--- src/hdl/hcs_pkg.sv ---
// Shared constants and types for the Hamiltonian cycle search core.
package hcs_pkg;

  // Fixed field widths of the item channels.
  localparam int ROW_W          = 16;
  localparam int OUT_VERTEX_W   = 4;
  localparam int VCOUNT_W       = 5;

  // Default graph capacity and reset value of the vertex count register.
  localparam int MAX_VERTS_DEF  = 16;
  localparam logic [VCOUNT_W-1:0] VCOUNT_RST = 5'd16;

  // Configuration port geometry: one 32-bit register per word.
  localparam int CFG_ADDR_W     = 3;
  localparam int CFG_DATA_W     = 32;
  localparam int CFG_IDX_W      = CFG_ADDR_W - 2;

  // Register indexes.
  localparam logic [CFG_IDX_W-1:0] REG_VERTEX_COUNT = 1'd0;

  // Controller states.
  typedef enum logic [1:0] {
    ST_LOAD,
    ST_SEARCH,
    ST_EMIT
  } hcs_state_t;

endpackage

--- src/hdl/hcs_lane.sv ---
// One candidate lane: decides whether its vertex may extend the current path.
module hcs_lane #(
  parameter int MAX_VERTS = hcs_pkg::MAX_VERTS_DEF,
  parameter int LANE_IDX  = 0,
  parameter int DW        = $clog2(MAX_VERTS + 1)
) (
  input  logic          edge_bit,
  input  logic          used_bit,
  input  logic [DW-1:0] start,
  input  logic [DW-1:0] count,
  output logic          ok
);
  import hcs_pkg::*;

  localparam logic [DW-1:0] LANE_V = DW'(LANE_IDX);

  // The lane is a candidate if it is adjacent, still free and inside the
  // window from the resume point up to the vertex count.
  assign ok = edge_bit && !used_bit && (LANE_V >= start) && (LANE_V < count);

endmodule

--- src/hdl/hcs_merge.sv ---
// Merging stage: picks the lowest-numbered lane that reported a candidate.
module hcs_merge #(
  parameter int MAX_VERTS = hcs_pkg::MAX_VERTS_DEF,
  parameter int VW        = $clog2(MAX_VERTS)
) (
  input  logic [MAX_VERTS-1:0] lane_ok,
  output logic                 hit,
  output logic [VW-1:0]        pick
);
  import hcs_pkg::*;

  assign hit = |lane_ok;

  always_comb begin
    pick = '0;
    for (int k = MAX_VERTS - 1; k >= 0; k--) begin
      if (lane_ok[k]) begin
        pick = VW'(k);
      end
    end
  end

endmodule

--- src/hdl/hamiltonian_cycle_search_core.sv ---
// Top level of the Hamiltonian cycle search core: row loading, search and emission.
// Rows load one item per cycle while the input is valid, then the search runs one step
// at a time (each step either extends the path or backtracks one level), then results
// go out one per cycle while the receiver is ready: n+1 results when a cycle is found,
// a single result otherwise. Search time depends on the graph and is bounded by the backtracking tree size.
// Synchronous active-low reset sets the vertex count to 16 and empties the loader.
module hamiltonian_cycle_search_core #(
  parameter int MAX_VERTS = hcs_pkg::MAX_VERTS_DEF
) (
  input  logic                           clk,
  input  logic                           rst_n,
  // Row input channel.
  input  logic                           in_valid,
  output logic                           in_ready,
  input  logic [hcs_pkg::ROW_W-1:0]      in_adjacency_row,
  // Result channel.
  output logic                           out_valid,
  input  logic                           out_ready,
  output logic                           out_found,
  output logic [hcs_pkg::OUT_VERTEX_W-1:0] out_vertex,
  output logic                           out_last,
  // Configuration port.
  input  logic                           cfg_psel,
  input  logic                           cfg_penable,
  input  logic                           cfg_pwrite,
  input  logic [hcs_pkg::CFG_ADDR_W-1:0] cfg_paddr,
  input  logic [hcs_pkg::CFG_DATA_W-1:0] cfg_pwdata,
  output logic [hcs_pkg::CFG_DATA_W-1:0] cfg_prdata,
  output logic                           cfg_pready
);
  import hcs_pkg::*;

  // Vertex index width and depth width (depth runs from 0 up to MAX_VERTS).
  localparam int VW = $clog2(MAX_VERTS);
  localparam int DW = $clog2(MAX_VERTS + 1);

  hcs_state_t state_r, state_nxt;

  logic [VCOUNT_W-1:0] vcount_r;
  logic [DW-1:0]       n_eff;

  // Adjacency rows, the path stack and the per-depth resume points are
  // flip-flop arrays; each is read at a single address chosen by the controller.
  logic [ROW_W-1:0]    adj_r [MAX_VERTS];
  logic [VW-1:0]       ps_r  [MAX_VERTS];
  logic [DW-1:0]       nc_r  [MAX_VERTS+1];

  logic [VW-1:0]        rows_r;
  logic [MAX_VERTS-1:0] used_r;
  logic [DW-1:0]        depth_r;
  logic [DW-1:0]        emit_r;
  logic                 found_r;

  logic                 cfg_we;
  logic [CFG_IDX_W-1:0] cfg_idx;

  logic                 load_fire;
  logic                 last_row;
  logic                 out_fire;

  logic [VW-1:0]        ps_raddr;
  logic [VW-1:0]        ps_rd;
  logic [ROW_W-1:0]     row_rd;
  logic [DW-1:0]        start;
  logic [MAX_VERTS-1:0] lane_ok;
  logic                 hit;
  logic [VW-1:0]        pick;

  logic                 at_full;
  logic                 found_evt;
  logic                 advance;
  logic [DW-1:0]        depth_dec;
  logic                 fail;

  // ---------------------------------------------------------------------------
  // Configuration port. The only register is the vertex count at word zero;
  // writes to other words are ignored and read back as zero.
  // ---------------------------------------------------------------------------
  assign cfg_pready = 1'b1;
  assign cfg_idx    = cfg_paddr[CFG_ADDR_W-1:2];
  assign cfg_we     = cfg_psel && cfg_penable && cfg_pwrite && cfg_pready
                      && (cfg_idx == REG_VERTEX_COUNT);

  always_comb begin
    if (cfg_idx == REG_VERTEX_COUNT) begin
      cfg_prdata = CFG_DATA_W'(vcount_r);
    end else begin
      cfg_prdata = '0;
    end
  end

  // A count of zero behaves as one vertex; counts beyond the capacity saturate.
  always_comb begin
    if (vcount_r == '0) begin
      n_eff = DW'(1);
    end else if (32'(vcount_r) > MAX_VERTS) begin
      n_eff = DW'(MAX_VERTS);
    end else begin
      n_eff = DW'(vcount_r);
    end
  end

  // ---------------------------------------------------------------------------
  // Handshakes.
  // ---------------------------------------------------------------------------
  assign load_fire = in_valid && in_ready;
  assign last_row  = (rows_r == VW'(n_eff - DW'(1)));
  assign out_fire  = out_valid && out_ready;

  // ---------------------------------------------------------------------------
  // Search datapath. The path stack is read at the top of the path while
  // searching and at the emission index while results go out. The top vertex
  // selects one adjacency row, which feeds one lane per vertex.
  // ---------------------------------------------------------------------------
  always_comb begin
    if (state_r == ST_EMIT) begin
      ps_raddr = (emit_r < n_eff) ? VW'(emit_r) : '0;
    end else begin
      ps_raddr = VW'(depth_r - DW'(1));
    end
  end

  assign ps_rd  = ps_r[ps_raddr];
  assign row_rd = adj_r[ps_rd];
  assign start  = nc_r[depth_r];

  for (genvar v = 0; v < MAX_VERTS; v++) begin : g_lane
    logic edge_bit;
    if (v < ROW_W) begin : g_row
      assign edge_bit = row_rd[v];
    end else begin : g_none
      // Vertices beyond the row width have no edges at all.
      assign edge_bit = 1'b0;
    end
    hcs_lane #(
      .MAX_VERTS (MAX_VERTS),
      .LANE_IDX  (v),
      .DW        (DW)
    ) u_lane (
      .edge_bit (edge_bit),
      .used_bit (used_r[v]),
      .start    (start),
      .count    (n_eff),
      .ok       (lane_ok[v])
    );
  end

  hcs_merge #(
    .MAX_VERTS (MAX_VERTS),
    .VW        (VW)
  ) u_merge (
    .lane_ok (lane_ok),
    .hit     (hit),
    .pick    (pick)
  );

  // When the path holds every vertex, the row of its last vertex decides
  // whether the edge back to vertex zero closes the cycle. Otherwise the lowest
  // free neighbour extends the path, and with none left the search backtracks.
  assign at_full   = (depth_r >= n_eff);
  assign found_evt = at_full && row_rd[0];
  assign advance   = !at_full && hit;
  assign depth_dec = depth_r - DW'(1);
  assign fail      = !found_evt && !advance && (depth_dec == '0);

  // ---------------------------------------------------------------------------
  // Controller.
  // ---------------------------------------------------------------------------
  always_comb begin
    state_nxt = state_r;
    unique case (state_r)
      ST_LOAD: begin
        if (load_fire && last_row) begin
          state_nxt = ST_SEARCH;
        end
      end
      ST_SEARCH: begin
        if (found_evt || fail) begin
          state_nxt = ST_EMIT;
        end
      end
      ST_EMIT: begin
        if (out_fire && out_last) begin
          state_nxt = ST_LOAD;
        end
      end
      default: begin
        state_nxt = ST_LOAD;
      end
    endcase
  end

  always_comb begin
    in_ready  = 1'b0;
    out_valid = 1'b0;
    unique case (state_r)
      ST_LOAD:   in_ready  = 1'b1;
      ST_SEARCH: in_ready  = 1'b0;
      ST_EMIT:   out_valid = 1'b1;
      default:   in_ready  = 1'b0;
    endcase
  end

  // Result fields come straight from the path stack; the closing result reads
  // entry zero, which always holds vertex zero.
  assign out_found  = found_r;
  assign out_vertex = found_r ? OUT_VERTEX_W'(ps_rd) : '0;
  assign out_last   = !found_r || (emit_r == n_eff);

  // ---------------------------------------------------------------------------
  // Control registers.
  // ---------------------------------------------------------------------------
  always_ff @(posedge clk) begin
    if (!rst_n) begin
      state_r  <= ST_LOAD;
      vcount_r <= VCOUNT_RST;
      rows_r   <= '0;
      used_r   <= '0;
      depth_r  <= '0;
      emit_r   <= '0;
      found_r  <= 1'b0;
    end else begin
      state_r <= state_nxt;
      if (cfg_we) begin
        vcount_r <= cfg_pwdata[VCOUNT_W-1:0];
        rows_r   <= '0;
      end else if (load_fire) begin
        if (last_row) begin
          rows_r  <= '0;
          used_r  <= MAX_VERTS'(1);
          depth_r <= DW'(1);
        end else begin
          rows_r <= rows_r + VW'(1);
        end
      end
      if (state_r == ST_SEARCH) begin
        if (found_evt) begin
          found_r <= 1'b1;
          emit_r  <= '0;
        end else if (advance) begin
          used_r[pick] <= 1'b1;
          depth_r      <= depth_r + DW'(1);
        end else begin
          depth_r <= depth_dec;
          if (fail) begin
            found_r <= 1'b0;
            emit_r  <= '0;
          end else begin
            used_r[ps_rd] <= 1'b0;
          end
        end
      end
      if (out_fire && !out_last) begin
        emit_r <= emit_r + DW'(1);
      end
    end
  end

  // ---------------------------------------------------------------------------
  // Storage arrays: no reset, every entry the search uses is written before it is used.
  // ---------------------------------------------------------------------------
  always_ff @(posedge clk) begin
    if (load_fire) begin
      adj_r[rows_r] <= in_adjacency_row;
      if (last_row) begin
        ps_r[0] <= '0;
        nc_r[1] <= DW'(1);
      end
    end
    if (state_r == ST_SEARCH && !found_evt && advance) begin
      ps_r[VW'(depth_r)]        <= pick;
      nc_r[depth_r]             <= DW'(pick) + DW'(1);
      nc_r[depth_r + DW'(1)]    <= DW'(1);
    end
  end

endmodule

--- config.mk ---
export PLATFORM = sky130hd
export DESIGN_NAME = hamiltonian_cycle_search_core
export DESIGN_NICKNAME = d
export VERILOG_FILES = /design/src/hdl/hcs_pkg.sv /design/src/hdl/hcs_lane.sv /design/src/hdl/hcs_merge.sv /design/src/hdl/hamiltonian_cycle_search_core.sv
export SDC_FILE = /design/constraint.sdc
export NUM_CORES = 1
export LEC_CHECK = 0
export BUFFER_PORTS_ARGS = -buffer_cell sky130_fd_sc_hd__buf_2
export CORE_UTILIZATION = 56
export CTS_CLUSTER_SIZE = 30
export DETAILED_ROUTE_END_ITERATION = 10
export PLACE_DENSITY = 0.77
export SETUP_SLACK_MARGIN = 0.4
export SLEW_MARGIN = 20
export SYNTH_ARGS = -nofsm -noshare
export SYNTH_HDL_FRONTEND = slang
export SYNTH_SLANG_ARGS = --single-unit
export TNS_END_PERCENT = 5
--- constraint.sdc ---
create_clock -name clk -period 7.19 [get_ports clk]
set_clock_uncertainty 0.2 [all_clocks]
set_input_delay 1.0785 -clock clk [delete_from_list [all_inputs] [get_ports clk]]
set_output_delay 1.0785 -clock clk [all_outputs]
set_load 0.1 [all_outputs]
Word-level counts from Yosys, hierarchy flattened
Memories as Yosys holds them, arrays and structs flattened. A register that Yosys moved wholly into a read port is not among the register bits.
Cells that the tools add are included.
Widths: inputs -> output; s select.
{"block": "totals", "mem_bits_rw": 405, "latchBits": 0, "register_bits": 38, "word_cells": 238, "mem_bits_ro": 0, "mem_count": 3}
{"block": "classes", "n_eq_ne": 9, "mul": 0, "bitwise_logic": 5, "n_div": 0, "n_addsub": 6, "reduce_logical": 100, "shifts": 0, "magnitude_cmp": 39, "n_mux": 69}
{"memory": "adj_r", "words": 16, "word_bits": 16, "read_ports": 1, "rd_ports_with_merged_regs": 0, "write_ports": 1, "line": "hamiltonian_cycle_search_core.sv:44", "rtl": "logic [ROW_W-1:0] adj_r [MAX_VERTS];"}
{"memory": "nc_r", "words": 17, "word_bits": 5, "read_ports": 1, "rd_ports_with_merged_regs": 1, "write_ports": 2, "line": "hamiltonian_cycle_search_core.sv:46", "rtl": "logic [DW-1:0] nc_r [MAX_VERTS+1];"}
{"memory": "ps_r", "words": 16, "word_bits": 4, "read_ports": 1, "rd_ports_with_merged_regs": 0, "write_ports": 1, "line": "hamiltonian_cycle_search_core.sv:45", "rtl": "logic [VW-1:0] ps_r [MAX_VERTS];"}
{"operator": "$mux 16", "n": 8}
{"operator": "$mux 4", "n": 22}
{"operator": "$mux 5", "n": 17}
{"operator": "$logic_and 1x1->1", "n": 64}
{"operator": "$ge 4x5->1 const A", "n": 8}
{"operator": "$lt 4x5->1 const A", "n": 8}
{"operator": "$logic_not 1->1", "n": 21}
{"operator": "$ge 3x5->1 const A", "n": 4}
{"operator": "$lt 3x5->1 const A", "n": 4}
{"operator": "$and 16x16->16", "n": 1}
{"operator": "$mux 1", "n": 16}
{"operator": "$not 16->16", "n": 1}
{"operator": "$or 16x16->16", "n": 1}
{"operator": "$reduce_or 16->1", "n": 1}
{"operator": "$add 5x1->5 const B", "n": 2}
{"operator": "$ge 1x5->1 const A", "n": 2}
{"operator": "$ge 2x5->1 const A", "n": 2}
{"operator": "$logic_not 5->1", "n": 2}
{"operator": "$lt 1x5->1 const A", "n": 2}
{"operator": "$lt 2x5->1 const A", "n": 2}
{"operator": "$lt 4x5->1 const B", "n": 2}
{"operator": "$reduce_and 3->1", "n": 3}
{"operator": "$demux 1 s4", "n": 2}
{"operator": "$ge 4x1->1 const B", "n": 2}
{"operator": "24 further kinds", "n": 31}

Longest topological paths before layout
An unclocked memory read counts as a cell.
{"block": "logic_depth", "word_depth": 35, "mapped_depth": 35, "ltp_nobuf": 25}

By module
Synthesis repeated with hierarchy kept, for this count alone.
{"block": "unflattened", "hier_cells": 1637, "area_unflattened_um2": 20360.8}
{"module": "hamiltonian_cycle_search_core", "area_per_inst_um2": 19735.2, "cells_per_inst": 1549, "seq_area_each_um2": 12071.6, "n_inst": 1}
{"module": "hcs_merge", "area_per_inst_um2": 176.4, "cells_per_inst": 34, "seq_area_each_um2": 0.0, "n_inst": 1}
{"module": "hcs_lane at g_lane[0].u_lane ...", "area_per_inst_um2": 31.3, "cells_per_inst": 4, "seq_area_each_um2": 0.0, "n_inst": 2}
{"module": "hcs_lane at g_lane[1].u_lane ...", "area_per_inst_um2": 28.8, "cells_per_inst": 3, "seq_area_each_um2": 0.0, "n_inst": 2}
{"module": "hcs_lane at g_lane[10].u_lane", "area_per_inst_um2": 40.0, "cells_per_inst": 6, "seq_area_each_um2": 0.0, "n_inst": 1}
{"module": "hcs_lane at g_lane[4].u_lane", "area_per_inst_um2": 37.5, "cells_per_inst": 4, "seq_area_each_um2": 0.0, "n_inst": 1}
{"module": "hcs_lane at g_lane[12].u_lane", "area_per_inst_um2": 32.5, "cells_per_inst": 4, "seq_area_each_um2": 0.0, "n_inst": 1}
{"module": "hcs_lane at g_lane[14].u_lane", "area_per_inst_um2": 30.0, "cells_per_inst": 4, "seq_area_each_um2": 0.0, "n_inst": 1}
{"module": "hcs_lane at g_lane[5].u_lane", "area_per_inst_um2": 30.0, "cells_per_inst": 3, "seq_area_each_um2": 0.0, "n_inst": 1}
{"module": "hcs_lane at g_lane[6].u_lane", "area_per_inst_um2": 27.5, "cells_per_inst": 3, "seq_area_each_um2": 0.0, "n_inst": 1}
{"module": "hcs_lane at g_lane[9].u_lane", "area_per_inst_um2": 27.5, "cells_per_inst": 4, "seq_area_each_um2": 0.0, "n_inst": 1}
{"module": "hcs_lane at g_lane[11].u_lane", "area_per_inst_um2": 26.3, "cells_per_inst": 3, "seq_area_each_um2": 0.0, "n_inst": 1}
{"module": "hcs_lane at g_lane[13].u_lane", "area_per_inst_um2": 23.8, "cells_per_inst": 3, "seq_area_each_um2": 0.0, "n_inst": 1}
{"module": "hcs_lane at g_lane[7].u_lane", "area_per_inst_um2": 22.5, "cells_per_inst": 2, "seq_area_each_um2": 0.0, "n_inst": 1}
{"module": "+2 rows"}

Least setup slack after synthesis
No wires, ideal clock.
{"block": "synth_timing", "path_type": "register to register", "from": "reg vcount_r[2]", "to": "mem nc_r[3][4] in the netlist's numbering", "required_ns": 6.925, "t_arrival_ns": 6.421, "path_buffers": 6, "path_slack_ns": 0.504, "setup_ns": 0.065, "path_stages_with_launch": 32, "path_cell_list": "dfxtp_1 -> clkbuf_1 -> clkbuf_1 -> nor3_1 -> o21ai_0 -> inv_1 -> ha_1 -> nand2b_1 -> a211o_1 -> buf_6 -> o2bb2ai_4 -> mux2_2 -> mux4_2 -> mux2_2 -> buf_4 -> mux2i_1 -> mux2_2 -> a2111oi_0 -> and3b_1 -> o211ai_1 -> a31o_2 -> a31o_2 -> nand3_1 -> nand3_1 -> inv_1 -> ha_1 -> and3_1 -> clkbuf_1 -> nor2b_1 -> buf_2 -> a31oi_1 -> nor2_1"}
{"element": "start, declared", "line": "hamiltonian_cycle_search_core.sv:39", "rtl": "logic [VCOUNT_W-1:0] vcount_r;"}
{"element": "start signal, assigned", "line": "hamiltonian_cycle_search_core.sv:225", "rtl": "vcount_r <= cfg_pwdata[VCOUNT_W-1:0];"}
{"element": "end, declared", "line": "hamiltonian_cycle_search_core.sv:46"}

Worst setup path after layout
{"block": "layout_timing", "from": "reg vcount_r[2]", "to": "mem ps_r[4][0] in the netlist's numbering, data pin"}
{"block": "layout_between", "elab_chain_len": 28, "elab_cells_between_ends": 101, "cone_classes": "order compare (19); mux (23); reduce/logical (57); memory (2)"}
{"element": "$gt 5x5->1", "line": "hamiltonian_cycle_search_core.sv:96", "rtl": "end else if (32'(vcount_r) > MAX_VERTS) begin"}
{"element": "$mux 5", "line": "hamiltonian_cycle_search_core.sv:96"}
{"element": "$mux 5 *", "line": "hamiltonian_cycle_search_core.sv:94", "rtl": "if (vcount_r == '0) begin"}
{"element": "$lt 5x5->1", "line": "hamiltonian_cycle_search_core.sv:117", "rtl": "ps_raddr = (emit_r < n_eff) ? VW'(emit_r) : '0;"}
{"element": "$mux 4", "line": "hamiltonian_cycle_search_core.sv:117"}
{"element": "$mux 4", "line": "hamiltonian_cycle_search_core.sv:116", "rtl": "if (state_r == ST_EMIT) begin"}
{"element": "$mem_v2 16x4"}
{"element": "$mem_v2 16x16"}
{"element": "$logic_and 1x1->1 (3 in series)", "line": "hcs_lane.sv:19", "rtl": "assign ok = edge_bit && !used_bit && (LANE_V >= start) && (LANE_V < count);"}
{"element": "$mux 4 (16 in series)", "line": "hcs_merge.sv:17", "rtl": "if (lane_ok[k]) begin"}
{"element": "$mux 4 (no line) *"}
{"element": "end, declared", "line": "hamiltonian_cycle_search_core.sv:45"}
Every way passes the cells marked *; elsewhere a longest branch is shown, timed or not.

==> metrics.md <==
| Metric | Value |
|---|---|
| Worst-case clock buffer depth | `3` |
| Hold Path Depth | `2` |
| Depth of the worst register-to-register path | `19` |
| Top cells by area, synth | `edfxtp_1 47%, dfxtp_1 12%, mux2i_1 6.5%` |
| Library cell appearing most often on the critical path | `buf_4` |
| Avg Inst Size Synth | `12.3 um2` |
| Later-pin clock latency in the skew report | `0.58 ns` |
| Most numerous cell in the Yosys netlist | `edfxtp_1` |
| Max FO, Critical Path | `38` |
| Die extent in y | `193 um` |
| Detail-routed net length per standard cell | `24.1 um` |
| Warnings, synthesis | `0` |
| Cell family with the largest share of critical-path delay | `compound AO/OA/AOI/OAI gates` |
| Mapped Area | `between 0.02 and 0.025 mm2` |
| Met3 Track Usage GR | `0.0420` |
| Fmax | `around 150 MHz` |
| Final-report max-slew violation count | `0` |
| Launching element type of the critical path | `flop` |
| Post-synth top flop | `edfxtp_1` |
| Maximum vdd drop | `approximately 0.25 mV` |
| Core region area | `0.0357 mm2` |
| Cts bufs inserted | `between 40 and 50` |
| Number of global-route vias before repair | `between 10000 and 15000` |
| Setup repair after global routing missed its margin | `yes` |
| Vias | `14200` |
| Area after DPL | `0.0213 mm2` |
| Slew margin rel. | `0.241` |
| Number of H-tree levels | `2` |
| Cell Chain, Critical Path | `buf_4 -> nand2_1 -> ha_1 -> nor2_1 -> a211o_4 -> o2bb2ai_4 -> buf_4 -> mux2_2 -> mux4_2 -> o211a_4 -> buf_4 -> mux4_2 -> a22o_1 -> o31ai_4 -> nand4_4 -> o41ai_4 -> buf_12 -> or2_2 -> clkinvlp_4` |
| Flop-to-flop setup slack | `0.48 ns` |
| Count of input and output buffers | `41` |
| Synth cell types | `91` |
| Final Hold Viols | `0` |
| Dominant cell type by area after synthesis | `edfxtp_1` |
| WP data required | `about 7 ns` |
| Instance count of the mapped netlist | `1656` |
| TritonCTS clock tree | `done` |
| Logic depth of the worst path, buffers included | `19` |
| First-pass GRT wire length | `79700 um` |
| Signal arrival time at the worst endpoint | `6.73 ns` |
| Leakage power of the design | `0.00844 uW` |
| Final setup violation count | `0` |
| Capture endpoint of the worst hold path | `nc_r[2][1]` |
| Post-synth top area share | `0.471` |
| I/O pin total | `99` |
| Endpoint class of the critical path | `flop` |
| Number of max-cap violations | `0` |
| Type of the tightest min-delay check | `reg -> reg` |
| Clk sink count | `443` |
| R2R Path End | `ps_r[4][0]` |
| Largest net degree at the start of global routing | `52` |
| Area added between synthesis and finish | `13.8%` |
| Placement-stage worst setup slack | `-0.287 ns` |
| Tightest Pin Transition | `1.14 ns` |
| Synthesis-stage register bit count | `443` |
| Count of buffering cells on the critical path with inverters included | `5` |
| Final wirelength | `54100 um` |
| Remaining antenna violation count | `0` |
| Clock-pin slew on the worst setup and hold paths | `0.06 ns` |
| Detailed router's first-iteration violation count | `roughly 1700` |
| Critical path launch point | `vcount_r[2]` |
| Pwr Density | `244 mW/mm2` |
| Summed area of non-filler cells in the final layout | `~0.023 mm2` |
| Stage delay of the slowest cell on the critical path | `0.54 ns` |
| Min Tclk post-route | `6.71 ns` |
| Routability congestion estimate | `0.918` |
| Met2 usage | `0.489` |
| Start of the worst register-to-register path | `vcount_r[2]` |
| List of most frequent post-synthesis cells | `320 x edfxtp_1, 164 x nand2_1, 133 x nor2_1, 132 x mux2i_1, 123 x dfxtp_1` |
| Post-synth EDFFs | `320` |
| Share of the yosys chip area belonging to registers | `0.592` |
| Clock Tree Root | `clkbuf_16` |
| Gr busiest metal | `met2` |
| Vias/cell | `between 6 and 7` |
| Highest-delay cell along the critical path | `mux4_2` |
| Failing checks | `design-rule violations` |
| Ys async rst share | `0` |
| Remaining DRCs | `4` |
| Die X-Extent | `193 um` |
| GRT Residual Overflow | `0` |
| Post-detail-place hpwl | `between 30000 and 40000 um` |
| Period utilisation layout | `0.933` |
| Initial standard-cell utilization of the core | `0.572` |
| Standard-cell row count | `between 60 and 70` |
| Post-route setup slack | `0.484 ns` |
| Length of the first detailed-routing pass in iterations | `8` |
| Status | `complete, but fails checks` |
| Fraction of final layout cells sized beyond drive strength 1 | `0.191` |
| Category of the most critical setup path | `reg -> reg` |
| Global routing met1 resource utilization | `0.371` |
| Number of buffers inserted by hold repair at cts | `0` |
| Total Routing Usage GR | `0.289` |
| Worst hold start | `nc_r[2][1]` |
| Number of antenna violations at the first check in global routing | `1` |
| Number of nets in the final layout | `1833` |
| Total Die Area | `0.0372 mm2` |
## layer usage
layer  part of all wire  routed length [um]  vias to the layer above
li1                   -                   -                     6388
met1               0.39               21200                     7020
met2               0.49               26600                      693
met3              0.077                4180                      129
met4              0.039                2130                        2
met5            0.00022                  12                        -
## layout by cell type, fill, tap and decap left out, types with 11 or more instances in the layout
cell       instances
edfxtp_1         320
nand2_1          162
mux2i_1          131
nor2_1           127
dfxtp_1          121
buf_4             88
a21oi_1           70
clkbuf_16         46
o21ai_0           44
buf_2             41
a211oi_1          36
and2_1            32
nand3_1           32
mux4_2            30
conb_1            28
nor3_1            25
ha_1              25
and3_1            23
a31oi_1           22
a221oi_1          19
nor2b_1           17
mux2_2            15
inv_1             14
nand2b_1          14
or3_1             14
nand4_1           12
nor4_1            11
## worst max path at each step
stage                 endpoint  slack [ns]
floorplan           nc_r[3][4]        0.50
global placement    nc_r[5][2]       -0.24
detailed placement  nc_r[9][2]       -0.29
CTS                 used_r[15]        0.37
global route        ps_r[4][0]        0.26
finish              ps_r[4][0]        0.48
## repair_timing
item / in CTS / in global routing
buffers inserted: 2 / 18
endpoints found under the setup margin: 217 / 217
resized for setup: 18 / 36
pin swaps: 2 / 9
cloned: 0 / 4
## sequential cells by signal, indices dropped and copies added, names as in the netlist
signal and flops:
adj_r 256, nc_r 85, ps_r 64, used_r 16
depth_r 5, emit_r 5, vcount_r 5, rows_r 4
state_r 2, out_found 1
## stage by stage
stage                     std cells  hold WS, ns   util  TNS (ns)  total power [uW]
after detailed placement       2139        0.257  0.596     -6.13              3270
after floorplan                1682        0.231      -         0              3100
after global routing           2245        0.281  0.651         0              5790
after global placement         2137        0.243  0.595     -3.76              3260
after CTS                      2223        0.267  0.641         0              5640
final                          2246        0.268  0.651         0              5650
## final cells by class
| type | count | area (um2) |
|---|---|---|
| diodes | 1 | 2.50 |
| fillers | 2576 | 12500 |
| repair inverters | 1 | 7.51 |
| flip-flops and latches | 443 | 12100 |
| well taps | 461 | 577 |
| multi-input cells | 1096 | 7860 |
| repair buffers | 141 | 1070 |
| clock buffers | 53 | 1170 |
| inverters | 21 | 86.3 |
| clock inverters | 29 | 354 |
## kinds of logic after synthesis
family,Yosys count,synth area share
compound gates,308,0.108
xor+xnor,9,0.00460
fa+ha+maj,26,0.0160
buf+inv,145,0.0392
flops,443,0.592
mux,181,0.108
other cells,2,0.000368
simple gates,542,0.132
## tightest hold or removal path: stages, from the launching register on
cell and delay [ns]:
dfxtp_1 0.31, nand2_1 0.05, a21oi_1 0.05
## power breakdown
| group | switching (uW) | internal (uW) | leakage (uW) | total [uW] |
|---|---|---|---|---|
| registers | 9.71 | 2750 | 0.00380 | 2760 |
| logic | 341 | 144 | 0.00389 | 485 |
| clock network | 987 | 1420 | 0.000743 | 2410 |
| total | 1340 | 4320 | 0.00844 | 5650 |
(Power assumes the default switching activity.)
